`src/design/assert_macros.svh`:
```
// Assertion helpers; the body is empty for synthesis
`ifndef ASSERT_MACROS_SVH
`define ASSERT_MACROS_SVH
`ifndef SYNTHESIS
// same-cycle implication
`define PTX_ASSERT_IMP(lbl, ante, cons, msg) \
    lbl: assert property (@(posedge i_clk) disable iff (!i_rst_n) (ante) |-> (cons)) \
        else $error(msg);
// next-cycle implication
`define PTX_ASSERT_NXT(lbl, ante, cons, msg) \
    lbl: assert property (@(posedge i_clk) disable iff (!i_rst_n) (ante) |=> (cons)) \
        else $error(msg);
`else
`define PTX_ASSERT_IMP(lbl, ante, cons, msg)
`define PTX_ASSERT_NXT(lbl, ante, cons, msg)
`endif
`endif

```
`src/design/ptx_pkg.sv`:
```
package ptx_pkg;

    localparam int TEX_WORDS       = 65536;
    localparam int TEX_AW          = $clog2(TEX_WORDS);
    localparam int UV_FRAC_BITS    = 22;
    localparam int DEPTH_FRAC_BITS = 28;
    localparam int SHADE_SHIFT     = DEPTH_FRAC_BITS - UV_FRAC_BITS;

    // command codes
    typedef enum logic [3:0] {
        F_LOAD   = 4'd0,
        F_LEFT   = 4'd1,
        F_RIGHT  = 4'd2,
        F_SWAP   = 4'd3,
        F_SPAN   = 4'd4,
        F_SHADE  = 4'd5,
        F_STEPX  = 4'd6,
        F_STEPL  = 4'd7,
        F_STEPR  = 4'd8,
        F_TEXWR  = 4'd9
    } t_func;

    // configuration register indexes
    localparam logic [1:0] CFG_WIDTH  = 2'd0;
    localparam logic [1:0] CFG_HEIGHT = 2'd1;
    localparam logic [1:0] CFG_PITCH  = 2'd2;
    localparam logic [1:0] CFG_CLAMP  = 2'd3;

    // state word map
    localparam logic [4:0] A_U  = 5'd0;
    localparam logic [4:0] A_V  = 5'd3;
    localparam logic [4:0] A_EV = 5'd6;
    localparam logic [4:0] A_ED = 5'd10;
    localparam logic [4:0] A_SV = 5'd14;
    localparam logic [4:0] A_SD = 5'd16;
    localparam int         STATE_WORDS = 18;

    typedef enum logic [3:0] {
        S_IDLE, S_RDX, S_RDY, S_EXE, S_DIV, S_MUL, S_W1, S_W2, S_NEXT,
        S_ADDR, S_TEX, S_MOD
    } t_state;

    typedef struct packed {
        logic        start;
        logic [31:0] dividend;
        logic [31:0] divisor;
    } t_div_req;

endpackage

```
`src/design/ptx_div.sv`:
```
// Signed 32-bit divider, one quotient bit per cycle, truncating toward zero
module ptx_div
    import ptx_pkg::*;
(
    input  logic        i_clk,
    input  logic        i_rst_n,
    input  t_div_req    i_req,
    output logic        o_done,
    output logic [31:0] o_quotient
);

    logic        r_busy, r_done, r_neg, r_zero;
    logic [5:0]  r_cnt;
    logic [31:0] r_rem, r_quo, r_den;
    logic [32:0] rem_sh;
    logic        fits;

    assign rem_sh = {r_rem, r_quo[31]};
    assign fits   = rem_sh >= {1'b0, r_den};

    // control
    always_ff @(posedge i_clk) begin
        if (!i_rst_n) begin
            r_busy <= 1'b0;
            r_done <= 1'b0;
            r_cnt  <= '0;
        end else begin
            r_done <= 1'b0;
            if (i_req.start) begin
                r_busy <= 1'b1;
                r_cnt  <= 6'd32;
            end else if (r_busy) begin
                r_cnt <= r_cnt - 6'd1;
                if (r_cnt == 6'd1) begin
                    r_busy <= 1'b0;
                    r_done <= 1'b1;
                end
            end
        end
    end

    // restoring shift-subtract on magnitudes
    always_ff @(posedge i_clk) begin
        if (i_req.start) begin
            r_neg  <= i_req.dividend[31] ^ i_req.divisor[31];
            r_zero <= i_req.divisor == '0;
            r_rem  <= '0;
            r_quo  <= i_req.dividend[31] ? -i_req.dividend : i_req.dividend;
            r_den  <= i_req.divisor[31] ? -i_req.divisor : i_req.divisor;
        end else if (r_busy) begin
            r_rem <= fits ? 32'(rem_sh - {1'b0, r_den}) : rem_sh[31:0];
            r_quo <= {r_quo[30:0], fits};
        end
    end

    assign o_done     = r_done;
    assign o_quotient = r_zero ? '0 : (r_neg ? -r_quo : r_quo);

endmodule

```
`config.mk`:
```
export PLATFORM = sky130hd
export DESIGN_NAME = ptx_div
export DESIGN_NICKNAME = d
export VERILOG_FILES = /design/src/design/assert_macros.svh /design/src/design/ptx_pkg.sv /design/src/design/ptx_div.sv
export SDC_FILE = /design/constraint.sdc
export NUM_CORES = 1
export LEC_CHECK = 0
export BUFFER_PORTS_ARGS = -buffer_cell sky130_fd_sc_hd__buf_2
export CORE_MARGIN = 5
export CORE_UTILIZATION = 54
export CTS_CLUSTER_SIZE = 30
export DETAILED_ROUTE_END_ITERATION = 6
export GPL_TIMING_DRIVEN = 0
export HOLD_SLACK_MARGIN = 0.15
export PLACE_DENSITY = 0.9
export SYNTH_ARGS = -nofsm -noshare
export SYNTH_HDL_FRONTEND = slang
export SYNTH_SLANG_ARGS = --single-unit
```
`constraint.sdc`:
```
create_clock -name i_clk -period 3.1 [get_ports i_clk]
set_input_delay 0.31 -clock i_clk [delete_from_list [all_inputs] [get_ports i_clk]]
set_output_delay 0.31 -clock i_clk [all_outputs]
set_load 0.01 [all_outputs]
```
== Word-level counts from Yosys, hierarchy flattened ==
Index checks and enable logic that the tools add are counted.

* Register bits: 106
* Input port bits: 67
* Output and inout port bits: 33
* Word-level logic and storage cells: 37

* Add/sub/neg operators: 5
* $lt $le $gt $ge: 1
* Eq/ne operators: 1
* Multiplexer cells: 13
* Bitwise gates (word level): 3
* Reductions and logical operators: 4

{| class="wikitable"
|+ Operators with widths
! kind !! count
|-
| $mux W32 || 6
|-
| $neg A32 Y32 || 3
|-
| $ge A33 B32 Y1 || 1
|-
| $logic_not A32 Y1 || 1
|-
| $sub A32 B32 Y32 || 1
|-
| $mux W31 || 1
|-
| $mux W6 || 2
|-
| $eq A6 B1 Y1 const B || 1
|-
| $sub A6 B1 Y6 const B || 1
|-
| $mux W1 || 4
|-
| $reduce_or A3 Y1 || 1
|-
| $not A1 Y1 || 2
|-
| $reduce_bool A2 Y1 || 1
|-
| $reduce_or A2 Y1 || 1
|-
| $xor A1 B1 Y1 || 1
|}

== Logic depth before layout (Yosys ltp) ==
Gate-level depths: netlist (run 1).

* Word-level depth: 4
* Depth in mapped cells: 14
* Mapped depth without buffers: 12

== Least setup slack after synthesis (run 1) ==
No wires, ideal clock.

* Path kind: register -> output
* From: register r_quo[4]
* To: output port o_quotient[28]
* Data arrival time: 2.657 ns
* Required time: 2.790 ns
* Path slack: 0.133 ns
* Cell stages (with the launch flop): 10
* Path buffers: 0
* Cell sequence: edfxtp_1 -> or3_1 -> nor2_1 -> nand4b_1 -> or3_1 -> or2_1 -> or3_1 -> o31ai_1 -> xor2_1 -> nor2_1

* Longest elaborated chain between the ends: 3

{| class="wikitable"
|+ Ends and longest elaborated chain
! item !! RTL line !! RTL
|-
| start, declared || ptx_div.sv:14 || <nowiki>logic [31:0] r_rem, r_quo, r_den;</nowiki>
|-
| start signal, assigned || ptx_div.sv:48 || <nowiki>r_quo <= i_req.dividend[31] ? -i_req.dividend : i_req.dividend;</nowiki>
|-
| start signal, assigned || ptx_div.sv:52 || <nowiki>r_quo <= {r_quo[30:0], fits};</nowiki>
|-
| $neg A32 Y32 || ptx_div.sv:57 || <nowiki>assign o_quotient = r_zero ? '0 : (r_neg ? -r_quo : r_quo);</nowiki>
|-
| $mux W32 (2 in series) || ptx_div.sv:57 ||
|-
| end, declared || ptx_div.sv:9 || <nowiki>output logic [31:0] o_quotient</nowiki>
|}

No other way between the ends.

== Worst setup path in the final report (run 1) ==
* From: register r_quo[13]
* To: output port o_quotient[31]

The elaborated chain is that of the path after synthesis.

==> results of run 1 <==
layout by cell type, fill, tap and decap left out, types with 14 or more instances in the layout:
cell type  count
buf_4         20
dfxtp_1       40
o21ai_0       43
xnor2_1       51
or3_1         14
nand2_1       95
inv_1         49
nor3_1        15
buf_2        100
a21o_1        19
a311oi_1      17
nor2_1       120
xor2_1        65
a21oi_1       66
ha_1          36
o31ai_1       27
edfxtp_1      66
clkbuf_1      29
registers in the layout (all words and copies together) (netlist names):
| register | count |
|---|---|
| r_den | 32 |
| r_zero | 1 |
| r_rem | 32 |
| r_cnt | 6 |
| r_quo | 32 |
| r_neg | 1 |
| o_done | 1 |
| r_busy | 1 |
stage by stage:
step	cell area, um^2	worst slack [ns]	power [mW]	TNS [ns]	cells
after detailed placement	8550	-0.362	3.13	-4.63	1214
after CTS	9190	-0.260	4.38	-1.80	1250
after global placement	8550	-0.306	3.09	-3.05	1214
after floorplan	7830	0.133	2.73	0	931
after global routing	9380	-0.368	4.71	-2.94	1250
final	9380	-0.291	4.51	-1.95	1251
kinds of logic after synthesis:
group | Yosys count
mux | 7
compound gates | 240
flops | 106
buf+inv | 92
simple gates | 331
xor+xnor | 117
fa+ha+maj | 38
final cells by class:
cell class | count | area [um^2] | area share [%]
plain buffers | 37 | 148 | 1.57
multi-input cells | 733 | 5020 | 53.5
diodes | 1 | 2.50 | 0.0267
clock inverters | 4 | 37.5 | 0.400
repair buffers | 124 | 702 | 7.48
well taps | 184 | 230 | 2.45
inverters | 50 | 188 | 2.00
flip-flops and latches | 106 | 2780 | 29.7
clock buffers | 12 | 278 | 2.96
timing repair:
item,4_1_cts,5_1_grt
setup buffers,20,10
setup endpoints to repair,43,45
resized for setup,36,40
pin swaps,13,17
worst min path at each step:
stage                     slack [ns]                     to  cells after the start             startpoint
final                           0.15     r_den[0]$_DFFE_PP_                      1               i_req[0]
after global routing            0.16     r_den[0]$_DFFE_PP_                      1               i_req[0]
after CTS                       0.15     r_den[0]$_DFFE_PP_                      1               i_req[0]
after detailed placement        0.49  r_cnt[0]$_SDFFE_PP0P_                      2  r_cnt[0]$_SDFFE_PP0P_
after global placement          0.47  r_cnt[0]$_SDFFE_PP0P_                      2  r_cnt[0]$_SDFFE_PP0P_
after floorplan                 0.41     r_den[0]$_DFFE_PP_                      0               i_req[0]
per-layer routing:
layer	global-route usage (%)	up-vias	share of wire, %
met5	0	-	0
met4	13.0	0	4.6
met1	31.9	3601	38
li1	-	3604	-
met3	4.02	107	8.5
met2	42.9	450	49
worst reg2reg max path, cell delays in order (launching register included):
cell and delay [ns]:
edfxtp_1 0.37, inv_1 0.09, ha_1 0.23, fa_1 0.40
nand2b_4 0.18, a21oi_2 0.15, o21ai_0 0.14, nand2_1 0.14
a21oi_2 0.11, o31a_1 0.35, o31ai_2 0.24, mux2_2 0.36
a21oi_1 0.13
where the power goes:
group,leakage (nW),switching [mW],internal (mW),total [mW]
Sequential,0.976,0.146,1.67,1.81
Combinational,2.72,0.888,0.585,1.47
Clock,0.157,0.567,0.652,1.22
==> results.toml, run 1 <==
[outcome]
status = "finished, violations left"
failed_checks = "setup timing"

[placed_design]
place.gp.congestion = 0.935
io_buffer_count = 99
hpwl_mm = 15.3

[setup_path]
end_kind = "output pin"
path_cells = "or4_4 > or3_4 > or3_4 > or2_4 > o31ai_4 > xnor2_1 > nor2_1 > buf_2"
critPathMaxStageDelay_ns = 0.58
r2r-start = "r_quo[31]$_DFFE_PP_"
cp-start-kind = "flip-flop"
cp_slowest_cell = "or4_4"
path_buf_inv = 1
cp.depth = 8
arrival_ns = 3.08
critPathKind = "flip-flop to output pin"
critPathMostFrequentCell = "or3_4"
r2r_cells = 12
cp_top_family = "simple AND/OR/NAND/NOR gates"
cp-startpoint = "r_quo[13]$_DFFE_PP_"
worst_r2r_endpoint = "r_rem[30]$_SDFFE_PP0P_"
endpoint = "o_quotient[31]"
reg2reg_setup_slack_ns = 0.14
cp.required_ns = 2.79
crit_fanout = 3

[cts]
htree_levels = 3
tritoncts = "built"
clk_pin_slew_ns = 0.07
cts_made_buffers = 9
cts_max_path_buffers = 2
insertion_delay_ns = 0.37
holdBufCountCts = 0
cts-root-buf = "clkbuf_16"
cts_sinks = 106

[global_routing]
grt_pass1_wl_mm = 34.8
track_usage_pct = 25.5
first_global_vias = 7321
grt_max_degree = 36
grt.overflow.total = 0
antenna_found_initial = 0

[logic_synthesis]
ys_warn_count = 0
synthMuxAreaShare_pct = 0.927
synthSimpleGateAreaFrac_pct = 20.0
synth_flop_cell = "edfxtp_1"
synth_top_family_by_area = "simple AND/OR/NAND/NOR gates"
avgSynthCellArea_um2 = 8.41
synth-seq-cells = 106
synthTopCellsByCount = "nor2_1 (122), nand2_1 (97), a21oi_1 (70), edfxtp_1 (66), xor2_1 (66)"
yosysMostFrequentCell = "nor2_1"
synth-edff-count = 66
async_reset_ff_share_pct = 0
synthAdderAreaFrac_pct = 6.17
seq_area_frac_synth_pct = 35.6
synthXorXnorAreaFrac_pct = 13.1
synth_top_cell_by_area = "edfxtp_1"
yosysTopAreaCellShare_pct = 25.3
synthesis.instances = 931
syn_area_um2 = 7830
synth_area_leaders = "edfxtp_1 (25%), dfxtp_1 (10%), xor2_1 (7.4%)"
synth-compound-area-share_pct = 19.9
synth_nets = 1036
synthDistinctLibCells = 61

[power]
p_per_area_nw_per_um2 = 480
vdd_drop_max_mv = 0.446
leakage_nw = 3.85

[cells_and_area]
fin_util_pct = 65.3
synthToLayoutAreaGrowth_pct = 19.9
nets = 1166
nFillCells = 1059
layout-drive-gt1-share_pct = 18.7

[floorplan]
row_count = 44
start_util_pct = 54.5
dieHeight_um = 130
die_w_um = 130
num_io_pins = 100
core_um2 = 14400
fp.dieArea_um2 = 17000

[routing]
viasPerCell = 6.20
wl_mm = 22.5
dr.pass1.iters = 5
num_vias = 7762
drc_errors = 0
wire_per_inst_um = 18.0
drtAntennaViolNets = 0
drt_iter0_drc = 777

[sta]
finalCritPeriodShare_pct = 109
whs_ns = 0.154
max_freq_mhz = 295
rsz0062_at_grt = "yes"
finalMaxSlewViolations = 0
finalWorstSetupSlack_ns = -0.291
layout_min_cycle_time_ns = 3.39
setup_viol = 9
worst_slew_pin_slew_ns = 1.25
hold_violations = 0
maxSlewHeadroom_pct = 16.8
fin_worst_skew_ns = 0.00989

[run]
cap_violations = 0

[worst_hold_path]
hp-class = "input pin to flip-flop"
(Power assumes the default switching activity.)
==> inputs of run 2 (changes only) <==
CORE_UTILIZATION = 55   (was 54)
CTS_BUF_LIST = sky130_fd_sc_hd__clkbuf_4 sky130_fd_sc_hd__clkbuf_8   (was default)
PLACE_DENSITY = 0.91   (was 0.9)
==> results.toml, run 2 (synthesized netlist as in run 1, its figures left out) <==
[routing]
num_vias = 7651
wire_per_inst_um = 17.2
viasPerCell = 6.15
drc_errors = 0
drtAntennaViolNets = 0
dr.pass1.iters = 7
drt_iter0_drc = 1047
wl_mm = 21.4

[setup_path]
reg2reg_setup_slack_ns = 0.12
r2r-start = "r_den[22]$_DFFE_PP_"
end_kind = "output pin"
crit_fanout = 4
critPathKind = "flip-flop to output pin"
cp.required_ns = 2.79
arrival_ns = 3.10
worst_r2r_endpoint = "r_rem[20]$_SDFFE_PP0P_"
cp-startpoint = "r_quo[3]$_DFFE_PP_"
cp-start-kind = "flip-flop"
r2r_cells = 13

[cells_and_area]
synthToLayoutAreaGrowth_pct = 17.2
layout_common_cells = "nor2_1 (120), buf_2 (99), nand2_1 (95), a21oi_1 (67)"
multiInputGateArea_um2 = 4950
regArea_um2 = 2780
fin_util_pct = 65.8
top_regs = "r_den (32), r_quo (32), r_rem (32)"
layout_commonest_cell = "nor2_1"
nets = 1164
diodes = 0
nFillCells = 1029
layout-drive-gt1-share_pct = 17.8

[power]
clockPowerShare_pct = 22.5
p_int_mw = 2.65
p_per_area_nw_per_um2 = 457
vdd_drop_max_mv = 0.238
netSwitchingPower_mw = 1.54
p_comb_share_pct = 34.3
swShare_pct = 36.8
seqPwrFrac_pct = 43.2
leakage_nw = 3.77

[sta]
finalCritPeriodShare_pct = 110
max_freq_mhz = 293
hold_violations = 0
finalMaxSlewViolations = 0
fin_worst_skew_ns = 0.0195
tns_ns = -2.28
setup_viol = 11
rsz0062_at_grt = "yes"
worst_slew_pin_slew_ns = 1.23
finalWorstSetupSlack_ns = -0.310
maxSlewHeadroom_pct = 17.8
layout_min_cycle_time_ns = 3.41

[cts]
cts-root-buf = "clkbuf_8"
cts_sinks = 106
htree_levels = 3
clk_pin_slew_ns = 0.11
tritoncts = "built"
cts_max_path_buffers = 2
insertion_delay_ns = 0.40
cts_made_buffers = 9

[placed_design]
io_buffer_count = 99
place.gp.congestion = 0.928
hpwl_mm = 15.3

[floorplan]
start_util_pct = 56.2
core_um2 = 13900
die_w_um = 129
num_io_pins = 100
row_count = 43
fp.dieArea_um2 = 16700
dieHeight_um = 129

[global_routing]
grt.overflow.total = 0
track_usage_pct = 24.7
first_global_vias = 7138
antenna_found_initial = 0
grt_pass1_wl_mm = 33.3
grt_max_degree = 36

[worst_hold_path]
hp-class = "input pin to flip-flop"
worstHoldStart = "i_rst_n"
whs_endpoint = "r_cnt[5]$_SDFFE_PN0P_"
hold_depth = 2

[run]
cap_violations = 0

[outcome]
status = "finished, violations left"
failed_checks = "setup timing"
[run 2: cell count changes in the layout (fill, tap and decap cells not counted), moves of 2 or more]
cell | previous run | this run
clkbuf_8 | 2 | 10
o31ai_2 | 1 | 3
buf_6 | 5 | 3
clkbuf_1 | 29 | 31
buf_4 | 20 | 16
clkbuf_16 | 10 | 0
[run 2: critical path: stages (launching register included)]
cell	delay [ns]
edfxtp_1	0.40
or3_4	0.41
nor2_4	0.12
nand4b_1	0.15
or3_4	0.42
or2_4	0.25
or3_4	0.41
o31ai_4	0.19
xor2_1	0.16
nor2_1	0.05
buf_2	0.15
[run 2: worst max path at each step]
| stage | end | slack [ns] | cells past startpoint |
|---|---|---|---|
| floorplan | o_quotient[28] | 0.13 | 9 |
| detailed placement | r_rem[20]$_SDFFE_PP0P_ | -0.40 | 13 |
| global placement | r_rem[20]$_SDFFE_PP0P_ | -0.31 | 12 |
| CTS | o_quotient[28] | -0.28 | 10 |
| finish | o_quotient[28] | -0.31 | 10 |
| global route | o_quotient[28] | -0.42 | 10 |
[run 2: power by group through the flow]
stage	logic, mW	registers (mW)	clock network (mW)
finish	1.44	1.81	0.944
floorplan	0.955	1.78	0
global route	1.58	1.82	0.997
detailed placement	1.31	1.82	0
global placement	1.27	1.81	0
CTS	1.37	1.79	0.931
[run 2: per-layer routing]
layer  up-vias  GRT usage (%)  wire, um
li1       3594              -         -
met1      3572           31.6      8470
met2       403           41.1     10200
met3        82           3.34      1830
met4         0           12.2       832
met5         -              0         0
[run 2: cell type report]
| cell class | count | area share (%) |
|---|---|---|
| inverters | 50 | 2.05 |
| flip-flops and latches | 106 | 30.3 |
| repair buffers | 119 | 7.19 |
| well taps | 180 | 2.45 |
| plain buffers | 40 | 1.77 |
| clock inverters | 6 | 0.791 |
| multi-input cells | 733 | 53.9 |
| clock buffers | 10 | 1.50 |
[run 2: timing repair]
item,4_1_cts,5_1_grt
gates resized for setup,27,39
pin swaps,11,17
setup endpoints to repair,46,47
endpoints found under the hold margin,1,0
setup buffers,13,6
hold buffers,1,0
[run 2: through the flow]
stage	setup slack, ns	area [um^2]	total power, mW	hold slack (ns)	instances
2_1_floorplan	0.133	7830	2.73	0.409	931
3_3_place_gp	-0.311	8550	3.08	0.473	1210
3_5_place_dp	-0.395	8550	3.13	0.492	1210
4_1_cts	-0.283	8980	4.09	0.161	1240
5_1_grt	-0.421	9180	4.39	0.170	1244
6_report	-0.310	9180	4.20	0.156	1244
==> inputs of run 3 (changes only) <==
==> constraint.sdc (replaced) <==
create_clock -name i_clk -period 3.1 [get_ports i_clk]
set_input_delay 0.62 -clock i_clk [delete_from_list [all_inputs] [get_ports i_clk]]
set_output_delay 0.62 -clock i_clk [all_outputs]
set_load 0.01 [all_outputs]
==> results.toml, run 3 (synthesized netlist as in run 1, its figures left out) <==
[global_routing]
grt_max_degree = 36
first_global_vias = 7309
grt_pass1_wl_mm = 34.9
antenna_found_initial = 0
track_usage_pct = 25.8
grt.overflow.total = 0

[cts]
insertion_delay_ns = 0.40
tritoncts = "built"
htree_levels = 3
cts-root-buf = "clkbuf_8"
clk_pin_slew_ns = 0.11
cts_sinks = 106
cts_max_path_buffers = 2
cts_made_buffers = 9

[floorplan]
core_um2 = 13900
row_count = 43
dieHeight_um = 129
die_w_um = 129
num_io_pins = 100
start_util_pct = 56.2
fp.dieArea_um2 = 16700

[cells_and_area]
top_regs = "r_den (32), r_quo (32), r_rem (32)"
layout_common_cells = "nor2_1 (120), buf_2 (98), nand2_1 (94)"
layout-drive-gt1-share_pct = 19.2
synthToLayoutAreaGrowth_pct = 19.2
nets = 1168
diodes = 0
layout_commonest_cell = "nor2_1"
fin_util_pct = 67.0
nFillCells = 1017

[setup_path]
r2r_cells = 12
reg2reg_setup_slack_ns = 0.01
path_cells = "or3_4 > nor2_4 > nand4b_1 > or3_4 > or2_4 > or3_4 > o31ai_4 > xor2_1 > nor2_1 > buf_2"
cp.required_ns = 2.48
end_kind = "output pin"
crit_fanout = 3
cp-start-kind = "flip-flop"
worst_r2r_endpoint = "r_rem[30]$_SDFFE_PP0P_"
critPathMaxStageDelay_ns = 0.42
r2r-start = "r_quo[31]$_DFFE_PP_"
critPathKind = "flip-flop to output pin"
cp_slowest_cell = "or3_4"
arrival_ns = 3.15
critPathMostFrequentCell = "or3_4"

[placed_design]
place.gp.congestion = 0.932
hpwl_mm = 15.7
io_buffer_count = 99

[worst_hold_path]
whs_endpoint = "r_den[0]$_DFFE_PP_"
hp-class = "input pin to flip-flop"
worstHoldStart = "i_req[0]"
hold_depth = 1

[outcome]
status = "finished, violations left"
failed_checks = "setup timing"

[sta]
finalMaxSlewViolations = 0
layout_min_cycle_time_ns = 3.77
finalCritPeriodShare_pct = 122
hold_violations = 0
rsz0062_at_grt = "yes"
maxSlewHeadroom_pct = 15.3
fin_worst_skew_ns = 0.0175
worst_slew_pin_slew_ns = 1.27
tns_ns = -7.29
max_freq_mhz = 265
setup_viol = 18
finalWorstSetupSlack_ns = -0.668

[routing]
drtAntennaViolNets = 0
met2_length_mm = 11.2
wl_mm = 22.7
wirelength_met1_mm = 8.51
num_vias = 7789
wl_met3_mm = 2.15
highest_layer = "met4"
drt_iter0_drc = 890
dr.pass1.iters = 6
wire_per_inst_um = 18.2
drc_errors = 0
viasPerCell = 6.24

[run]
cap_violations = 0

[power]
vdd_drop_max_mv = 0.308
p_per_area_nw_per_um2 = 453
leakage_nw = 3.83
==> run 3: cell count changes in the layout (fill, tap and decap cells not counted), moves of 2 or more <==
cell / change
buf_4: +4
buf_6: +4
clkbuf_1: -3
o21ai_1: -3
o31ai_2: -3
ha_1: -2
ha_2: +2
o31ai_1: +2
o41ai_2: -2
o41ai_4: +2
==> run 3: worst max-delay path by stage <==
stage	startpoint	end	cells past startpoint
global placement	r_quo[4]$_DFFE_PP_	o_quotient[31]	10
floorplan	i_req[40]	r_quo[29]$_DFFE_PP_	9
CTS	r_quo[4]$_DFFE_PP_	o_quotient[28]	10
global route	r_quo[4]$_DFFE_PP_	o_quotient[28]	10
detailed placement	r_quo[4]$_DFFE_PP_	o_quotient[31]	10
finish	r_quo[4]$_DFFE_PP_	o_quotient[28]	10
==> run 3: layer usage <==
metal / track usage [%] / vias to the layer above
met4: 10.8 / 0
li1: - / 3595
met3: 3.22 / 87
met5: 0 / -
met2: 44.4 / 471
met1: 32.9 / 3636
==> run 3: cell type report <==
class / instances / area (um^2) / area share [%]
Buffer: 37 / 151 / 1.62
Clock buffer: 9 / 124 / 1.33
Clock inverter: 7 / 81.3 / 0.872
Inverter: 50 / 188 / 2.01
Multi-Input combinational cell: 733 / 5040 / 54.0
Sequential cell: 106 / 2780 / 29.8
Tap cell: 180 / 225 / 2.41
Timing Repair Buffer: 126 / 739 / 7.93
==> run 3: timing repair <==
item	in CTS	in global routing
buffers inserted	14	13
endpoints found under the setup margin	50	48
gates resized for setup	37	41
hold buffers	0	0
pin swaps	10	18
==> run 3: power breakdown <==
group          leakage (nW)  total, mW  internal, mW  switching, mW
logic                  2.75       1.50         0.600          0.897
registers             0.976       1.81          1.67          0.142
clock network         0.108      0.922         0.390          0.532
==> run 3: metrics by stage <==
step,std cells,hold WS [ns],setup WS [ns],instance area (um^2),total power [mW]
2_1_floorplan,931,0.453,-0.157,7860,2.74
3_3_place_gp,1210,0.474,-0.462,8580,3.09
3_5_place_dp,1210,0.495,-0.527,8580,3.14
4_1_cts,1239,0.420,-0.639,9050,4.10
5_1_grt,1248,0.424,-0.760,9330,4.43
6_report,1248,0.435,-0.668,9330,4.23
==> run 3: critical path: cells and delay by family (launching register included) <==
| family | cells | cell delay, ns |
|---|---|---|
| XOR/XNOR | 1 | 0.16 |
| AO/OA/AOI/OAI | 1 | 0.19 |
| flip-flops | 1 | 0.41 |
| buffers and inverters | 1 | 0.15 |
| AND/OR/NAND/NOR | 7 | 1.82 |
